[config.mk]
export PLATFORM = sky130hd
export DESIGN_NAME = pgk_mul
export DESIGN_NICKNAME = d
export VERILOG_FILES = /design/src/rtl/pgk_pkg.sv /design/src/rtl/pgk_mul.sv
export SDC_FILE = /design/constraint.sdc
export NUM_CORES = 2
export LEC_CHECK = 0
export ABC_AREA = 1
export BUFFER_PORTS_ARGS = -buffer_cell sky130_fd_sc_hd__buf_2
export CELL_PAD_IN_SITES_DETAIL_PLACEMENT = 0
export CELL_PAD_IN_SITES_GLOBAL_PLACEMENT = 1
export CORE_MARGIN = 3
export CORE_UTILIZATION = 50
export DETAILED_ROUTE_END_ITERATION = 16
export PLACE_DENSITY = 0.9
export REMOVE_ABC_BUFFERS = 1
export SKIP_CTS_REPAIR_TIMING = 1
export SKIP_LAST_GASP = 1
export SLEW_MARGIN = 20
export SYNTH_ARGS = -nofsm -noshare
export SYNTH_HDL_FRONTEND = slang
export SYNTH_SLANG_ARGS = --single-unit
[constraint.sdc]
create_clock -name aclk -period 9.6 [get_ports aclk]
set_input_delay 1.92 -clock aclk [delete_from_list [all_inputs] [get_ports aclk]]
set_output_delay 1.92 -clock aclk [all_outputs]
set_load 0.03 [all_outputs]
[src/rtl/pgk_pkg.sv]
// Package for the pulse-gated potassium channel: formats, register indexes and exp tables.
package pgk_pkg;

    localparam int EXP_TABLE_BITS = 8;
    localparam int GATE_FRAC_BITS = 16;

    localparam int FRAC_SHIFT = 20 - EXP_TABLE_BITS;
    localparam int TAB_SIZE   = (1 << EXP_TABLE_BITS) + 1;
    localparam int IDX_W      = EXP_TABLE_BITS + 1;
    localparam int Q30_W      = 31;
    localparam int INT_TAB_N  = 32;

    // shared multiplier operand width: conductance times n^4 is the widest operand
    localparam int MUL_W  = (16 + GATE_FRAC_BITS > 32) ? 16 + GATE_FRAC_BITS : 32;
    localparam int PROD_W = 2 * MUL_W;

    localparam int CFG_ADDR_W = 3;
    localparam int CFG_DATA_W = 32;

    typedef enum logic [CFG_ADDR_W-1:0] {
        CFG_MAX_CONDUCTANCE = 3'd0,
        CFG_RISE_RATE       = 3'd1,
        CFG_DECAY_RATE      = 3'd2,
        CFG_THRESHOLD       = 3'd3,
        CFG_TIME_TO_PEAK    = 3'd4,
        CFG_REFRACTORY      = 3'd5,
        CFG_REVERSAL        = 3'd6
    } cfg_idx_t;

    typedef logic [Q30_W-1:0] q30_t;
    typedef logic [TAB_SIZE-1:0][Q30_W-1:0]  frac_tab_t;
    typedef logic [INT_TAB_N-1:0][Q30_W-1:0] int_tab_t;

    // exp(-y), y in Q30 within [0, 1], series truncated after the y^20 term, Q30 result
    function automatic q30_t series_exp(input logic [63:0] y);
        logic [63:0] term;
        longint      sum;
        term = 64'd1 << 30;
        sum  = longint'(1) << 30;
        for (int k = 1; k <= 20; k++) begin
            term = ((term * y) >> 30) / 64'(k);
            if ((k & 1) == 1) begin
                sum = sum - longint'(term);
            end else begin
                sum = sum + longint'(term);
            end
        end
        if (sum < 0) begin
            sum = 0;
        end
        if (sum > (longint'(1) << 30)) begin
            sum = longint'(1) << 30;
        end
        return q30_t'(sum);
    endfunction

    // e^-k for k = 0..31, repeated product with round-half-up
    function automatic int_tab_t build_int_tab();
        int_tab_t    t;
        q30_t        e1;
        logic [63:0] acc;
        e1   = series_exp(64'd1 << 30);
        t[0] = q30_t'(64'd1 << 30);
        for (int i = 1; i < INT_TAB_N; i++) begin
            acc  = ((64'(t[i-1]) * 64'(e1)) + (64'd1 << 29)) >> 30;
            t[i] = q30_t'(acc);
        end
        return t;
    endfunction

    function automatic frac_tab_t build_frac_tab();
        frac_tab_t t;
        for (int i = 0; i < TAB_SIZE; i++) begin
            t[i] = series_exp((64'(i) << 30) >> EXP_TABLE_BITS);
        end
        return t;
    endfunction

    localparam int_tab_t  INT_TAB  = build_int_tab();
    localparam frac_tab_t FRAC_TAB = build_frac_tab();

endpackage

[src/rtl/pgk_mul.sv]
// Shared unsigned multiplier with registered product, loaded on enable.
module pgk_mul
    import pgk_pkg::*;
(
    input  logic              aclk,
    input  logic              mul_en,
    input  logic [MUL_W-1:0]  mul_a,
    input  logic [MUL_W-1:0]  mul_b,
    output logic [PROD_W-1:0] mul_p
);

    logic [PROD_W-1:0] prod_reg;

    // hold the product while idle so the sequencer can read it later
    always_ff @(posedge aclk) begin
        if (mul_en) begin
            prod_reg <= PROD_W'(mul_a) * PROD_W'(mul_b);
        end
    end

    assign mul_p = prod_reg;

endmodule
# Word-level counts from Yosys, hierarchy flattened
# Index checks and enable logic that the tools add are counted.
# word_totals
register_bits,64
inputBits,66
# classes
mul,1
# ops
operator,count
32-bit by 32-bit multiplier with 64-bit output,1

# Depth between registers and ports, before layout
# logic_depth
word_depth,1
depth_mapped,30
ltp_nobuf,29

# Worst setup path after synthesis
# No wires, ideal clock.
# synth_timing
path_kind,input to register
start,input mul_a[25]
end,"register prod_reg[60] (netlist: mul_p[60]), data pin"
setup_ns,0.252
arrival_ns,7.622
required_time_ns,9.348
setup_slack_ns,1.725
path_stages,26
path_buffers,1
cell_sequence,clkbuf_1 -> nand2_1 -> fa_1 -> inv_1 -> fa_1 -> inv_1 -> fa_1 -> inv_1 -> fa_1 -> fa_1 -> fa_1 -> fa_1 -> inv_1 -> fa_1 -> inv_1 -> ha_1 -> nand2_1 -> nand2_1 -> a21oi_1 -> nand2_1 -> nand2_1 -> nand2_1 -> a21oi_1 -> nand2_1 -> nand2_1 -> nand2_1
# synth_between
elab_chain_len,1
# synth_lines
element,line_no,text
"start, declared",pgk_mul.sv:7,"input logic [MUL_W-1:0] mul_a,"
32-bit by 32-bit multiplier with 64-bit output,pgk_mul.sv:17,prod_reg <= PROD_W'(mul_a) * PROD_W'(mul_b);
"end signal, assigned",pgk_mul.sv:17,
"end, declared",pgk_mul.sv:12,logic [PROD_W-1:0] prod_reg;
# No other way between the ends.
# A chain may end at the register's enable or synchronous reset.

# Worst setup path in the final report
# layout_timing
start,input mul_b[13]
end,"register prod_reg[28] (netlist: mul_p[28]), data pin"
# layout_between
elab_chain_len,1
# layout_lines
element,line_no,text
"start, declared",pgk_mul.sv:8,"input logic [MUL_W-1:0] mul_b,"
32-bit by 32-bit multiplier with 64-bit output,pgk_mul.sv:17,
# No other way between the ends.

==> results.py <==
metrics = {
    "global_routing": {
        "grt_antenna_before_repair": 2,
        "gr-usage-all-layers": 0.293,
        "grt_pass1_wl_mm": 178,
        "grt_overflow": 0,
        "grt_max_degree": 65,
        "grt_pass1_vias": 32700,
    },
    "outcome": {
        "status": "completed",
    },
    "critical_path": {
        "crit_top_cell": "fa_1",
        "worstPathRequired_ns": 9.71,
        "crit_arrival_ns": 8.84,
        "critPathLaunch": "mul_b[13]",
        "critPathBufInv": 6,
        "path_class": "input pin to flop",
        "slowest_delay_ns": 0.67,
        "endpoint_kind": "flop",
        "critPathSlowestCell": "buf_2",
        "path_delay_family": "adder cells",
        "cp_max_fo": 26,
        "crit_chain": "buf_2 > buf_4 > nand2_1 > inv_1 > fa_1 > fa_1 > inv_1 > fa_1 > fa_1 > fa_1 > inv_1 > fa_1 > fa_1 > fa_1 > ha_1 > nand2_1 > nor2_1 > inv_2 > nor3_1 > nand2_1 > nand2_2 > xor2_1",
        "crit_path_start_kind": "input pin",
    },
    "yosys": {
        "ys_warn_count": 0,
        "ys_seq_area_frac": 0.0505,
        "syn_area_sq_mm": 0.0380,
        "synth-main-ff-cell": "edfxtp_1",
        "yosysUniqueCellTypes": 23,
        "synth_edf_count": 64,
        "synth_area_leaders": "fa_1 (47%), inv_1 (17%), nand2_1 (15%), ha_1 (8.7%), edfxtp_1 (5.1%)",
        "ys_ff_latch": 64,
        "syn_avg_cell_area_sq_um": 7.57,
        "synth_top_area_cell": "fa_1",
        "syn_inst": 5023,
        "yosysMostFrequentCell": "inv_1",
        "synthArstFlopShare": 0,
        "synth.top_cell.area_share": 0.472,
        "synth_common_cells": "inv_1 (1723), nand2_1 (1566), fa_1 (896)",
    },
    "die": {
        "start_util": 0.508,
        "die_h_um": 282,
        "rows": 100,
        "fp.dieArea_sq_mm": 0.0794,
        "die_w_um": 282,
        "io_pins": 130,
        "coreArea_sq_mm": 0.0749,
    },
    "detailed_routing": {
        "routed-via-count": 29800,
        "antenna_left": 0,
        "dr.pass1.iters": 5,
        "drt_iter0_markers": 1944,
        "routedWlPerCell_um": 18.2,
        "via_per_inst": 4.95,
        "drt_wl_total_mm": 109,
        "drcViolationCount": 0,
    },
    "clocking": {
        "root_buffer": "clkbuf_16",
        "cts_sinks": 64,
        "cts_max_level": 3,
        "path_clk_slew_ns": 0.06,
        "cts_buffers": 9,
        "clk_path_buf_depth": 2,
        "tritoncts": "done",
    },
    "timing": {
        "period_share": 0.909,
        "clock.fmax_mhz": 115,
        "drv_slew": 0,
        "setup_violations": 0,
        "worst_pin_slew_ns": 1.04,
        "max-slew-margin-rel": 0.304,
        "rsz0062_at_grt": "false",
        "fin_crit_ns": 8.72,
        "tns_ns": 0,
        "hold_violations": 0,
    },
    "hold_path": {
        "hp-start": "mul_a[0]",
        "min_path_type": "input pin to flop",
    },
    "placed_design": {
        "dp_hpwl_mm": 93.7,
        "placed_cells": 5992,
        "port_buffers": 129,
        "place_congestion": 0.939,
    },
    "final_layout": {
        "syn2layout_area_growth_pct": 5.02,
        "largest_register_ffs": 64,
        "fin_cells": 6009,
        "nNetsFinal": 6259,
        "drive_gt1_frac": 0.0538,
        "fill_cells": 7173,
    },
    "run": {
        "maxCapViolCount": 0,
    },
}
==> routing by layer <==
metal  vias to the layer above  GRT usage  routed length, um
li1                      13700          -                  -
met1                     14700      0.392              44700
met2                      1123      0.488              51800
met3                       204     0.0508               9050
met4                         0     0.0892               3570
met5                         -          0                  0
==> worst min-delay path, stage by stage <==
cell     delay [ns]
buf_2          0.20
buf_4          0.28
nand2_1        0.10
inv_1          0.04
==> cell type report <==
| type | count | area (sq um) | share of cell area |
|---|---|---|---|
| sequential | 64 | 1920 | 0.0481 |
| timing repair buffer | 192 | 1120 | 0.0280 |
| clock inverter | 7 | 71.3 | 0.00179 |
| antenna | 1 | 2.50 | 0.0000626 |
| clock buffer | 9 | 225 | 0.00564 |
| multi-input combinational | 3032 | 28900 | 0.723 |
| tap | 969 | 1210 | 0.0303 |
| inverter | 1735 | 6510 | 0.163 |
==> layout by cell type, fill, tap and decap left out, drive strengths merged, types with 12 or more instances in the layout <==
master | netlist | final
a21oi | 43 | 43
buf | 0 | 192
edfxtp | 64 | 64
fa | 896 | 896
ha | 263 | 263
inv | 1735 | 1736
nand2 | 1581 | 1581
nand3 | 65 | 65
nand4 | 16 | 16
nor2 | 101 | 101
nor3 | 18 | 18
o21bai | 12 | 12
xor2 | 33 | 33
==> final timing paths <==
kind / cells after the start / endpoint / slack, ns
setup / recovery: 22 / mul_p[28] / 0.88
hold / removal: 4 / mul_p[0] / 2.35
==> logic make-up after synthesis <==
logic type | Yosys count | share of synthesized area
buffers and inverters | 1927 | 0.190
xor gates and xnor gates | 35 | 0.00806
DFF | 64 | 0.0505
adders and majority gates | 1159 | 0.558
and+or+nand+nor | 1781 | 0.185
AOI/OAI and AO/OA | 57 | 0.00839
==> per-stage QoR <==
step           utilization  worst slack [ns]  hold WS [ns]  instance area [sq um]
3_3_place_gp         0.529             0.622          2.40                  39700
3_5_place_dp         0.529             0.639          2.40                  39700
2_1_floorplan            -              2.02          2.03                  37300
6_report             0.533             0.876          2.35                  40000
4_1_cts              0.533             0.987          2.37                  39900
5_1_grt              0.533             0.586          2.40                  39900
Power is not shown: default switching activity piles up to over one toggle a cycle in this logic, so the estimate is an artifact.
